[config.mk]
export PLATFORM = sky130hd
export DESIGN_NAME = nearest_timestamp_frame_pairer
export DESIGN_NICKNAME = d
export VERILOG_FILES = /design/src/rtl/core/ntfp_pkg.sv /design/src/rtl/core/ntfp_ram.sv /design/src/rtl/core/ntfp_gap_unit.sv /design/src/rtl/core/ntfp_seq.sv /design/src/rtl/core/nearest_timestamp_frame_pairer.sv
export VERILOG_INCLUDE_DIRS = /design/src /design/src/rtl/core
export SDC_FILE = /design/constraint.sdc
export NUM_CORES = 2
export LEC_CHECK = 0
export BUFFER_PORTS_ARGS = -buffer_cell sky130_fd_sc_hd__buf_2
export CAP_MARGIN = 5
export CORE_UTILIZATION = 40
export CTS_CLUSTER_DIAMETER = 50
export DETAILED_ROUTE_END_ITERATION = 8
export MAX_ROUTING_LAYER = met4
export PLACE_DENSITY = 0.61
export SYNTH_ARGS = -nofsm -noshare
export SYNTH_HDL_FRONTEND = slang
export SYNTH_SLANG_ARGS = --single-unit
[constraint.sdc]
create_clock -name clk_i -period 10.25 [get_ports clk_i]
set_input_delay 2.05 -clock clk_i [delete_from_list [all_inputs] [get_ports clk_i]]
set_output_delay 2.05 -clock clk_i [all_outputs]
set_load 0.05 [all_outputs]
[src/rtl/core/assert_macros.svh]
// ----------------------------------------------------------------------------
// Assertion macros
// Shared concurrent assertion wrappers, sampled on clk_i, disabled in reset.
// ----------------------------------------------------------------------------
`ifndef ASSERT_MACROS_SVH
`define ASSERT_MACROS_SVH

// expr holds at every clock edge
`define NTFP_ASSERT(lbl, expr, msg) \
  lbl: assert property (@(posedge clk_i) disable iff (!rst_ni) (expr)) else $error(msg);

// ante implies cons in the same cycle
`define NTFP_ASSERT_IMP(lbl, ante, cons, msg) \
  lbl: assert property (@(posedge clk_i) disable iff (!rst_ni) (ante) |-> (cons)) \
    else $error(msg);

// ante implies cons in the next cycle
`define NTFP_ASSERT_NXT(lbl, ante, cons, msg) \
  lbl: assert property (@(posedge clk_i) disable iff (!rst_ni) (ante) |=> (cons)) \
    else $error(msg);

`endif

[src/rtl/core/ntfp_pkg.sv]
// ----------------------------------------------------------------------------
// ntfp_pkg
// Widths, register map, command codes and shared types of the frame pairer.
// ----------------------------------------------------------------------------
package ntfp_pkg;

  localparam int TS_W     = 64;
  localparam int TAG_IN_W = 16;
  localparam int DELTA_W  = 33;
  localparam int THR_W    = 32;
  localparam int LIM_W    = 4;

  localparam int APB_DATA_W = 32;
  localparam int APB_ADDR_W = 3;

  localparam int QUEUE_DEPTH_DEF = 8;
  localparam int TAG_BITS_DEF    = 16;

  localparam logic [THR_W-1:0] THR_RESET = 32'd20000000;
  localparam logic [LIM_W-1:0] LIM_RESET = 4'd8;

  // register index = paddr[2]
  localparam logic REG_THRESHOLD = 1'b0;
  localparam logic REG_LIMIT     = 1'b1;

  localparam logic CMD_PUSH  = 1'b0;
  localparam logic CMD_CLEAR = 1'b1;

  localparam int S_TUSER_W = 2;
  localparam int S_TDATA_W = ((TS_W + TAG_IN_W + 7) / 8) * 8;
  localparam int RES_W     = 2 * TS_W + 2 * TAG_IN_W + DELTA_W;
  localparam int M_TDATA_W = ((RES_W + 7) / 8) * 8;

  typedef struct packed {
    logic [THR_W-1:0] threshold;
    logic [LIM_W-1:0] limit;
  } ntfp_cfg_t;

  typedef struct packed {
    logic signed [DELTA_W-1:0] delta;
    logic [TAG_IN_W-1:0]       dep_tag;
    logic [TS_W-1:0]           dep_ts;
    logic [TAG_IN_W-1:0]       rgb_tag;
    logic [TS_W-1:0]           rgb_ts;
  } ntfp_res_t;

endpackage

[src/rtl/core/ntfp_ram.sv]
// ----------------------------------------------------------------------------
// ntfp_ram
// Generic simple dual-port RAM, one write port, one registered read port.
// ----------------------------------------------------------------------------
module ntfp_ram #(
  parameter int WIDTH = 80,
  parameter int DEPTH = 16
) (
  input  logic                     clk_i,
  input  logic                     we_i,
  input  logic [$clog2(DEPTH)-1:0] waddr_i,
  input  logic [WIDTH-1:0]         wdata_i,
  input  logic                     re_i,
  input  logic [$clog2(DEPTH)-1:0] raddr_i,
  output logic [WIDTH-1:0]         rdata_o
);

  logic [WIDTH-1:0] mem_q [DEPTH];
  logic [WIDTH-1:0] rdata_q;

  always_ff @(posedge clk_i) begin
    if (we_i) begin
      mem_q[waddr_i] <= wdata_i;
    end
    if (re_i) begin
      rdata_q <= mem_q[raddr_i];
    end
  end

  assign rdata_o = rdata_q;

endmodule

[src/rtl/core/ntfp_gap_unit.sv]
// ----------------------------------------------------------------------------
// ntfp_gap_unit
// Shared timestamp distance unit: registered |a - b| and a >= b flag.
// ----------------------------------------------------------------------------
module ntfp_gap_unit (
  input  logic                    clk_i,
  input  logic [ntfp_pkg::TS_W-1:0] a_i,
  input  logic [ntfp_pkg::TS_W-1:0] b_i,
  output logic [ntfp_pkg::TS_W-1:0] gap_o,
  output logic                    a_ge_b_o
);
  import ntfp_pkg::*;

  logic [TS_W:0]   diff_ab;
  logic [TS_W-1:0] diff_ba;
  logic [TS_W-1:0] gap_q;
  logic            ge_q;

  assign diff_ab = {1'b0, a_i} - {1'b0, b_i};
  assign diff_ba = b_i - a_i;

  always_ff @(posedge clk_i) begin
    ge_q  <= ~diff_ab[TS_W];
    gap_q <= diff_ab[TS_W] ? diff_ba : diff_ab[TS_W-1:0];
  end

  assign gap_o    = gap_q;
  assign a_ge_b_o = ge_q;

endmodule

[src/rtl/core/ntfp_seq.sv]
// ----------------------------------------------------------------------------
// ntfp_seq
// Queue sequencer: append/trim, nearest-entry scan, pair emit, queue compaction.
// ----------------------------------------------------------------------------
`include "assert_macros.svh"

module ntfp_seq #(
  parameter int QUEUE_DEPTH = ntfp_pkg::QUEUE_DEPTH_DEF,
  parameter int TAG_BITS    = ntfp_pkg::TAG_BITS_DEF
) (
  input  logic                          clk_i,
  input  logic                          rst_ni,
  input  ntfp_pkg::ntfp_cfg_t           cfg_i,
  input  logic                          s_valid_i,
  output logic                          s_ready_o,
  input  logic                          s_cmd_i,
  input  logic                          s_is_depth_i,
  input  logic [ntfp_pkg::TS_W-1:0]     s_ts_i,
  input  logic [ntfp_pkg::TAG_IN_W-1:0] s_tag_i,
  output logic                          m_valid_o,
  input  logic                          m_ready_i,
  output ntfp_pkg::ntfp_res_t           m_res_o
);
  import ntfp_pkg::*;

  localparam int IDX_W    = (QUEUE_DEPTH > 1) ? $clog2(QUEUE_DEPTH) : 1;
  localparam int CNT_W    = $clog2(QUEUE_DEPTH + 1);
  localparam int SUM_W    = ((IDX_W > CNT_W) ? IDX_W : CNT_W) + 1;
  localparam int LIMX_W   = (CNT_W > LIM_W) ? CNT_W : LIM_W;
  localparam int ST_TAG_W = (TAG_BITS < TAG_IN_W) ? TAG_BITS : TAG_IN_W;
  localparam int ENT_W    = TS_W + ST_TAG_W;
  localparam int RAM_DEPTH = 2 * (2 ** IDX_W);
  localparam int RADDR_W  = IDX_W + 1;

  localparam logic [CNT_W-1:0]  DEPTH_CNT = CNT_W'(QUEUE_DEPTH);
  localparam logic [SUM_W-1:0]  DEPTH_SUM = SUM_W'(QUEUE_DEPTH);
  localparam logic [LIMX_W-1:0] DEPTH_LIM = LIMX_W'(QUEUE_DEPTH);
  localparam logic [CNT_W-1:0]  ONE_CNT   = CNT_W'(1);

  typedef enum logic [2:0] {
    ST_IDLE,
    ST_APPEND,
    ST_SCAN,
    ST_CHECK,
    ST_CAPTURE,
    ST_SHIFT
  } state_e;

  // circular offset add, base < depth and off <= depth
  function automatic logic [IDX_W-1:0] wrap_add(input logic [IDX_W-1:0] base,
                                                input logic [CNT_W-1:0] off);
    logic [SUM_W-1:0] sum;
    sum = SUM_W'(base) + SUM_W'(off);
    if (sum >= DEPTH_SUM) begin
      sum = sum - DEPTH_SUM;
    end
    return sum[IDX_W-1:0];
  endfunction

  state_e              state_q, state_d;
  logic                dep_q, dep_d;
  logic [TS_W-1:0]     ts_q, ts_d;
  logic [ST_TAG_W-1:0] tag_q, tag_d;
  logic [IDX_W-1:0]    rgb_head_q, rgb_head_d, dep_head_q, dep_head_d;
  logic [CNT_W-1:0]    rgb_cnt_q, rgb_cnt_d, dep_cnt_q, dep_cnt_d;
  logic [CNT_W-1:0]    rd_q, rd_d;
  logic                s1_v_q, s1_v_d, s2_v_q, s2_v_d;
  logic [CNT_W-1:0]    s1_i_q, s1_i_d, s2_i_q, s2_i_d;
  logic [TS_W-1:0]     best_gap_q, best_gap_d;
  logic [CNT_W-1:0]    best_i_q, best_i_d;
  logic                best_pos_q, best_pos_d;
  logic                m_valid_q, m_valid_d;
  ntfp_res_t           res_q, res_d;

  // own queue = source of the pending frame, other = the opposite source
  logic [IDX_W-1:0]  own_head, oth_head, head_a, head_n;
  logic [CNT_W-1:0]  own_cnt, oth_cnt, cnt_a, cnt_n, lim_eff, drop, wr_off;
  logic [LIMX_W-1:0] lim_x;
  logic              full, trim;

  logic               ram_we, ram_re;
  logic [RADDR_W-1:0] ram_waddr, ram_raddr;
  logic [ENT_W-1:0]   ram_wdata, ram_rdata;
  logic [TS_W-1:0]    gap;
  logic               ts_ge;

  logic [TS_W-1:0]     oth_ts;
  logic [ST_TAG_W-1:0] oth_tag;
  logic [DELTA_W-1:0]  mag;

  assign own_head = dep_q ? dep_head_q : rgb_head_q;
  assign own_cnt  = dep_q ? dep_cnt_q  : rgb_cnt_q;
  assign oth_head = dep_q ? rgb_head_q : dep_head_q;
  assign oth_cnt  = dep_q ? rgb_cnt_q  : dep_cnt_q;

  assign lim_x   = LIMX_W'(cfg_i.limit);
  assign lim_eff = (lim_x > DEPTH_LIM) ? DEPTH_CNT : lim_x[CNT_W-1:0];

  // append: a full queue overwrites its oldest slot
  assign full   = (own_cnt == DEPTH_CNT);
  assign wr_off = full ? '0 : own_cnt;
  assign head_a = full ? wrap_add(own_head, ONE_CNT) : own_head;
  assign cnt_a  = full ? DEPTH_CNT : own_cnt + ONE_CNT;
  assign trim   = (cnt_a > lim_eff);
  assign drop   = cnt_a - lim_eff;
  assign head_n = trim ? wrap_add(head_a, drop) : head_a;
  assign cnt_n  = trim ? lim_eff : cnt_a;

  assign oth_ts  = ram_rdata[TS_W-1:0];
  assign oth_tag = ram_rdata[ENT_W-1:TS_W];
  assign mag     = best_gap_q[DELTA_W-1:0];

  ntfp_ram #(
    .WIDTH (ENT_W),
    .DEPTH (RAM_DEPTH)
  ) u_ram (
    .clk_i   (clk_i),
    .we_i    (ram_we),
    .waddr_i (ram_waddr),
    .wdata_i (ram_wdata),
    .re_i    (ram_re),
    .raddr_i (ram_raddr),
    .rdata_o (ram_rdata)
  );

  ntfp_gap_unit u_gap (
    .clk_i    (clk_i),
    .a_i      (ts_q),
    .b_i      (oth_ts),
    .gap_o    (gap),
    .a_ge_b_o (ts_ge)
  );

  always_comb begin
    state_d    = state_q;
    dep_d      = dep_q;
    ts_d       = ts_q;
    tag_d      = tag_q;
    rgb_head_d = rgb_head_q;
    rgb_cnt_d  = rgb_cnt_q;
    dep_head_d = dep_head_q;
    dep_cnt_d  = dep_cnt_q;
    rd_d       = rd_q;
    s1_v_d     = 1'b0;
    s1_i_d     = s1_i_q;
    s2_v_d     = s1_v_q;
    s2_i_d     = s1_i_q;
    best_gap_d = best_gap_q;
    best_i_d   = best_i_q;
    best_pos_d = best_pos_q;
    m_valid_d  = m_valid_q & ~m_ready_i;
    res_d      = res_q;
    ram_we     = 1'b0;
    ram_waddr  = {dep_q, wrap_add(own_head, wr_off)};
    ram_wdata  = {tag_q, ts_q};
    ram_re     = 1'b0;
    ram_raddr  = {~dep_q, wrap_add(oth_head, rd_q)};

    unique case (state_q)
      ST_IDLE: begin
        if (s_valid_i) begin
          if (s_cmd_i == CMD_CLEAR) begin
            rgb_head_d = '0;
            rgb_cnt_d  = '0;
            dep_head_d = '0;
            dep_cnt_d  = '0;
          end else begin
            dep_d   = s_is_depth_i;
            ts_d    = s_ts_i;
            tag_d   = s_tag_i[ST_TAG_W-1:0];
            state_d = ST_APPEND;
          end
        end
      end
      ST_APPEND: begin
        ram_we = 1'b1;
        rd_d   = '0;
        if (dep_q) begin
          dep_head_d = head_n;
          dep_cnt_d  = cnt_n;
        end else begin
          rgb_head_d = head_n;
          rgb_cnt_d  = cnt_n;
        end
        state_d = (cnt_n == '0 || oth_cnt == '0) ? ST_IDLE : ST_SCAN;
      end
      ST_SCAN: begin
        if (rd_q < oth_cnt) begin
          ram_re = 1'b1;
          rd_d   = rd_q + ONE_CNT;
          s1_v_d = 1'b1;
          s1_i_d = rd_q;
        end
        // strict compare from oldest keeps the oldest on a tie
        if (s2_v_q && (s2_i_q == '0 || gap < best_gap_q)) begin
          best_gap_d = gap;
          best_i_d   = s2_i_q;
          best_pos_d = ts_ge ^ dep_q;
        end
        if (rd_q == oth_cnt && !s1_v_q && !s2_v_q) begin
          state_d = ST_CHECK;
        end
      end
      ST_CHECK: begin
        ram_re    = 1'b1;
        ram_raddr = {~dep_q, wrap_add(oth_head, best_i_q)};
        state_d   = (best_gap_q > TS_W'(cfg_i.threshold)) ? ST_IDLE : ST_CAPTURE;
      end
      ST_CAPTURE: begin
        if (!m_valid_q || m_ready_i) begin
          if (dep_q) begin
            res_d.rgb_ts  = oth_ts;
            res_d.rgb_tag = TAG_IN_W'(oth_tag);
            res_d.dep_ts  = ts_q;
            res_d.dep_tag = TAG_IN_W'(tag_q);
            dep_cnt_d     = dep_cnt_q - ONE_CNT;
          end else begin
            res_d.rgb_ts  = ts_q;
            res_d.rgb_tag = TAG_IN_W'(tag_q);
            res_d.dep_ts  = oth_ts;
            res_d.dep_tag = TAG_IN_W'(oth_tag);
            rgb_cnt_d     = rgb_cnt_q - ONE_CNT;
          end
          res_d.delta = best_pos_q ? $signed(mag) : $signed(DELTA_W'(0) - mag);
          m_valid_d   = 1'b1;
          rd_d        = best_i_q + ONE_CNT;
          state_d     = ST_SHIFT;
        end
      end
      ST_SHIFT: begin
        // entries after the match move down one slot
        if (rd_q < oth_cnt) begin
          ram_re = 1'b1;
          rd_d   = rd_q + ONE_CNT;
          s1_v_d = 1'b1;
          s1_i_d = rd_q;
        end
        if (s1_v_q) begin
          ram_we    = 1'b1;
          ram_waddr = {~dep_q, wrap_add(oth_head, s1_i_q - ONE_CNT)};
          ram_wdata = ram_rdata;
        end
        if (rd_q >= oth_cnt && !s1_v_q) begin
          if (dep_q) begin
            rgb_cnt_d = rgb_cnt_q - ONE_CNT;
          end else begin
            dep_cnt_d = dep_cnt_q - ONE_CNT;
          end
          state_d = ST_IDLE;
        end
      end
      default: state_d = ST_IDLE;
    endcase
  end

  always_ff @(posedge clk_i or negedge rst_ni) begin
    if (!rst_ni) begin
      state_q    <= ST_IDLE;
      dep_q      <= 1'b0;
      ts_q       <= '0;
      tag_q      <= '0;
      rgb_head_q <= '0;
      rgb_cnt_q  <= '0;
      dep_head_q <= '0;
      dep_cnt_q  <= '0;
      rd_q       <= '0;
      s1_v_q     <= 1'b0;
      s1_i_q     <= '0;
      s2_v_q     <= 1'b0;
      s2_i_q     <= '0;
      best_gap_q <= '0;
      best_i_q   <= '0;
      best_pos_q <= 1'b0;
      m_valid_q  <= 1'b0;
      res_q      <= '0;
    end else begin
      state_q    <= state_d;
      dep_q      <= dep_d;
      ts_q       <= ts_d;
      tag_q      <= tag_d;
      rgb_head_q <= rgb_head_d;
      rgb_cnt_q  <= rgb_cnt_d;
      dep_head_q <= dep_head_d;
      dep_cnt_q  <= dep_cnt_d;
      rd_q       <= rd_d;
      s1_v_q     <= s1_v_d;
      s1_i_q     <= s1_i_d;
      s2_v_q     <= s2_v_d;
      s2_i_q     <= s2_i_d;
      best_gap_q <= best_gap_d;
      best_i_q   <= best_i_d;
      best_pos_q <= best_pos_d;
      m_valid_q  <= m_valid_d;
      res_q      <= res_d;
    end
  end

  assign s_ready_o = (state_q == ST_IDLE);
  assign m_valid_o = m_valid_q;
  assign m_res_o   = res_q;

  `NTFP_ASSERT(a_cnt_bound, rgb_cnt_q <= DEPTH_CNT && dep_cnt_q <= DEPTH_CNT, "queue count above depth")
  `NTFP_ASSERT_IMP(a_idle_pipe, state_q == ST_IDLE, !s1_v_q && !s2_v_q, "read pipe busy while idle")
  `NTFP_ASSERT_IMP(a_emit_src, $rose(m_valid_q), $past(state_q) == ST_CAPTURE, "pair emitted outside capture")
  `NTFP_ASSERT_NXT(a_clear, s_valid_i && s_ready_o && s_cmd_i == CMD_CLEAR, rgb_cnt_q == '0 && dep_cnt_q == '0, "clear left entries")

endmodule

[src/rtl/core/nearest_timestamp_frame_pairer.sv]
// ----------------------------------------------------------------------------
// nearest_timestamp_frame_pairer
// Push: tready low while the frame is appended, the other queue scanned, the best
// gap checked, and with a pair through capture, the m_axis_tready wait and shift.
// A pair reaches the output register in the capture state, after the check.
// Clear keeps tready high; a push that meets an empty queue drops it for append only.
// Rate is set by the single RAM read port and the shared gap unit, one entry a cycle.
// Reset clears queue counts and pointers and loads the register reset values.
// ----------------------------------------------------------------------------
module nearest_timestamp_frame_pairer #(
  parameter int QUEUE_DEPTH = ntfp_pkg::QUEUE_DEPTH_DEF,
  parameter int TAG_BITS    = ntfp_pkg::TAG_BITS_DEF
) (
  input  logic                             clk_i,
  input  logic                             rst_ni,
  // config port
  input  logic                             psel,
  input  logic                             penable,
  input  logic                             pwrite,
  input  logic [ntfp_pkg::APB_ADDR_W-1:0]  paddr,
  input  logic [ntfp_pkg::APB_DATA_W-1:0]  pwdata,
  output logic [ntfp_pkg::APB_DATA_W-1:0]  prdata,
  output logic                             pready,
  // frame requests
  input  logic                             s_axis_tvalid,
  output logic                             s_axis_tready,
  // [63:0] frame_timestamp, [79:64] frame_tag
  input  logic [ntfp_pkg::S_TDATA_W-1:0]   s_axis_tdata,
  // [0] cmd, [1] is_depth
  input  logic [ntfp_pkg::S_TUSER_W-1:0]   s_axis_tuser,
  // pairs
  output logic                             m_axis_tvalid,
  input  logic                             m_axis_tready,
  // [63:0] rgb_timestamp, [79:64] rgb_tag, [143:80] depth_timestamp,
  // [159:144] depth_tag, [192:160] pair_delta, [199:193] zero
  output logic [ntfp_pkg::M_TDATA_W-1:0]   m_axis_tdata
);
  import ntfp_pkg::*;

  logic [THR_W-1:0] thr_q;
  logic [LIM_W-1:0] lim_q;
  logic             wr_en;
  ntfp_cfg_t        cfg;
  ntfp_res_t        res;

  // register index sits at paddr[2]; byte offset bits are ignored
  assign wr_en  = psel & penable & pwrite;
  assign pready = 1'b1;

  always_ff @(posedge clk_i or negedge rst_ni) begin
    if (!rst_ni) begin
      thr_q <= THR_RESET;
      lim_q <= LIM_RESET;
    end else if (wr_en) begin
      unique case (paddr[2])
        REG_THRESHOLD: thr_q <= pwdata[THR_W-1:0];
        REG_LIMIT:     lim_q <= pwdata[LIM_W-1:0];
        default:       thr_q <= thr_q;
      endcase
    end
  end

  always_comb begin
    unique case (paddr[2])
      REG_THRESHOLD: prdata = APB_DATA_W'(thr_q);
      REG_LIMIT:     prdata = APB_DATA_W'(lim_q);
      default:       prdata = '0;
    endcase
  end

  assign cfg.threshold = thr_q;
  assign cfg.limit     = lim_q;

  // sequencer: append and trim, nearest scan, emit, compaction
  ntfp_seq #(
    .QUEUE_DEPTH (QUEUE_DEPTH),
    .TAG_BITS    (TAG_BITS)
  ) u_seq (
    .clk_i        (clk_i),
    .rst_ni       (rst_ni),
    .cfg_i        (cfg),
    .s_valid_i    (s_axis_tvalid),
    .s_ready_o    (s_axis_tready),
    .s_cmd_i      (s_axis_tuser[0]),
    .s_is_depth_i (s_axis_tuser[1]),
    .s_ts_i       (s_axis_tdata[TS_W-1:0]),
    .s_tag_i      (s_axis_tdata[TS_W +: TAG_IN_W]),
    .m_valid_o    (m_axis_tvalid),
    .m_ready_i    (m_axis_tready),
    .m_res_o      (res)
  );

  // struct packs rgb_ts in the low bits, delta on top
  assign m_axis_tdata = M_TDATA_W'(res);

endmodule
==> impl_results.md <==
* Status: finished, final reports clean
* CTS tree: done
* # setup viols final at 0
* Final min period at about 5900 ps
* Avg Inst Size Synth at roughly 15 µm²
* Syn. warnings at 0
* Layout cells sized above 1 at ~24%
* Skew-Pair Late Insertion Delay at 870 ps
* Peak VDD IR at 321 µV
* Final setup skew at 59.8 ps
* Die Ht at around 450 µm
* Postcts setup bufs at 0
* Vias per inst at approximately 5.6
* Fin util at between 40% and 50%
* Worst-path fanout max at 52
* Post-Place Worst Slack at ~4300 ps
* Std cell rows at 165
* WP data arrival at between 6000 and 7000 ps
* Yosys top cell area share at between 50% and 60%
* Fin. Hold Viols at 0
* Via count at 48331
* DP Area at 86800 µm²
* Vias in the first global route at 48274
* Worst r2r src: u_seq.dep_q$_DFFE_PN0P_
* Flops & latches, synth at between 1500 and 2000
* H-tree depth at 4
* I/O pin total at roughly 360
* Worst R2R Setup Slack at between 4000 and 5000 ps
* Seq/Total Area, Yosys at between 60% and 70%
* First-pass GRT wire length at 325000 µm
* Mapped Area at 81700 µm²
* Die ar. at about 210000 µm²
* ANT nets after route at 0
* Syn Inst Count at around 5400
* Worst reg2reg path depth at 15
* Total gr overflow at 0
* Synth Flop Type: edfxtp_1
* Main area contributors after synthesis: edfxtp_1 (50%), dfrtp_1 (12%), mux4_2 (11%)
* Final nets at between 6000 and 7000
* Worst Hold Class: reg2reg
* Critical path destination: u_seq.u_ram.mem_q[7][37]$_DFFE_PP_
* Post-Layout Inst Area at between 90000 and 100000 µm²
* Distinct cells, synth at 87
* Clock Pin Slew Worst Setup and Hold Paths at about 60 ps
* Dpl hpwl at approximately 140000 µm
* Residual DRC at 0
* Detailed-router iteration count before antenna repair at 5
* Total Power at 36.4 mW
* Root Buffer: clkbuf_16
* WHS at about 380 ps
* Max frequency at between 150 and 200 MHz
* Slew Viols, Final at 0
* Biggest area consumer among synthesized cells: edfxtp_1
* DR iter-0 viols at roughly 4400
* Fillers at about 17000
* Starting Density at between 40% and 50%
* Startpoint types: register
* Die width at 454 µm
* Leak pwr at around 35 nW
* Critical Path RT at 10710 ps
* Non-filler cells in the finished layout at 8663
* CP Launch Point: u_seq.dep_q$_DFFE_PN0P_
* TritonCTS Buffers at 200
* Worst Tran Pin Value at between 1000 and 1500 ps
* WL/cell at approximately 26 µm
* Worst setup margin at between 4000 and 5000 ps
* Unrepaired setup endpoints after global routing: false
* End of the worst register-to-register path: u_seq.u_ram.mem_q[7][37]$_DFFE_PP_
* Post-synth EDFFs at roughly 1400
* Leading cell type in the layout, fill and taps excluded: edfxtp_1
* Routed wire length at 222000 µm
* CORE AREA at roughly 200000 µm²
* Slew headroom at around 18%
* Pwr dens at between 300 and 400 nW/µm²
* Hold_buf cts at 0
* Gpl congestion at about 0.95
* Period utilization at 57.2%
* Endpoint class of the critical path: register
* Port Buffers at 348
* Largest net degree at the start of global routing at 190
* Antenna violations before repair at 4
* Layout area overhead at 14.9%
* Most frequent cells in the layout: edfxtp_1 (1360), nand2_1 (461), o21ai_0 (415)
* Kind of critical path: reg2reg
* Ys async rst share at 22.4%
* Max cap viols at 0
* Bufs on Longest Clock Path at 3
* Total track usage at 22.0%
* Total placed cells including tap cells at between 8000 and 9000
* Post_cts resized at 0
* CTS sink cnt at about 1800
* Post-Route Setup TNS at 0 ps
worst max-delay path: stages (launching register included):
cell and delay, ps:
dfrtp_4 730, buf_4 760, nand2_1 140, o21a_1 190, ha_1 270, a21oi_1 170
ha_1 170, inv_1 50, fa_1 480, nor2_1 110, a31oi_1 50, nor2_1 170
nand2_1 270, nor2_4 190, buf_4 680, buf_4 890
cell families (layout without fill, tap and decap cells):
kind of cell / after synthesis / after routing / share of synthesized area [%]
AO/OA/AOI/OAI: 956 / 956 / 6.83
multiplexers: 790 / 790 / 16.1
buffers and inverters: 567 / 1140 / 2.88
flip-flops: 1836 / 1836 / 64.2
adder cells (fa/ha/maj): 249 / 249 / 3.88
XOR/XNOR: 112 / 112 / 1.20
other: 2 / 12 / 0.00920
AND/OR/NAND/NOR: 896 / 896 / 4.87
registers in the layout (all words and copies together) (netlist names), 4 cells and up:
signal               cells
u_seq.best_gap_q        64
u_seq.m_res_o          193
u_seq.s1_i_q             4
u_seq.dep_cnt_q          4
u_seq.rgb_cnt_q          4
u_seq.ts_q              64
thr_q                   32
u_seq.s2_i_q             4
u_seq.best_i_q           4
u_seq.u_ram.mem_q     1280
u_seq.u_ram.rdata_o     80
u_seq.u_gap.gap_o       64
u_seq.rd_q               4
lim_q                    4
u_seq.tag_q             16
power by group:
group          internal (mW)  total [mW]  leakage [nW]  switching, mW
logic                   6.53        16.8          13.4           10.2
clock network           4.39        7.48          3.35           3.09
registers               10.6        12.1          18.0           1.51
total                   21.5        36.4          34.8           14.8
cells in the mapped netlist, types with 7 or more instances:
cell and n:
o31ai_1 10, buf_4 18, clkbuf_1 161, nand3_1 30, dfrtp_1 402, xnor2_1 92
nor2_1 190, or3_1 10, a21oi_1 244, edfxtp_1 1360, buf_2 87, and4_1 12
o21a_1 19, mux2_2 196, and3_1 13, nor4_1 17, dfxtp_1 65, fa_1 7
o211ai_1 21, a21o_1 58, o221ai_1 8, or2_2 8, nand4_1 55, buf_1 14
mux4_2 400, o22ai_1 13, nor2b_1 19, inv_1 280, o21ai_0 417, a31oi_1 33
o21ai_1 7, a211oi_1 19, o21bai_1 30, dfstp_2 9, mux2i_1 192, a221oi_1 7
nand2b_1 20, nand3b_1 7, ha_1 242, nor3_1 35, nand2_1 462, xor2_1 20
final cells by class:
type                            count  area [µm²]  area share (%)
Sequential cell                  1836       52400            55.9
Multi-Input combinational cell   3011       27100            28.9
Clock buffer                      243        5340            5.70
Tap cell                         2672        3340            3.56
Timing Repair Buffer              481        2900            3.09
Clock inverter                    135        1610            1.72
Inverter                          281        1060            1.13
Antenna cell                        4        10.0          0.0107
worst min path at each step:
stage / startpoint / to / slack (ps) / cells past startpoint
6_report: u_seq.s1_i_q[1]$_DFFE_PN0P_ / u_seq.s2_i_q[1]$_DFF_PN0_ / 380 / 0
5_1_grt: u_seq.s1_i_q[1]$_DFFE_PN0P_ / u_seq.s2_i_q[1]$_DFF_PN0_ / 390 / 0
4_1_cts: u_seq.s1_i_q[1]$_DFFE_PN0P_ / u_seq.s2_i_q[1]$_DFF_PN0_ / 380 / 0
3_5_place_dp: u_seq.s1_i_q[1]$_DFFE_PN0P_ / u_seq.s2_i_q[1]$_DFF_PN0_ / 360 / 0
3_3_place_gp: u_seq.s1_i_q[3]$_DFFE_PN0P_ / u_seq.s2_i_q[3]$_DFF_PN0_ / 360 / 0
2_1_floorplan: u_seq.s1_i_q[3]$_DFFE_PN0P_ / u_seq.s2_i_q[3]$_DFF_PN0_ / 350 / 0
per-layer routing:
layer | track usage [%] | wire length [µm] | part of all wire (%)
met1 | 28.8 | 93600 | 42
met2 | 35.9 | 110000 | 50
met3 | 3.33 | 12800 | 5.8
met4 | 5.82 | 5460 | 2.5
met5 | - | 0 | 0
No activity file was read; power rests on OpenSTA's default activity.
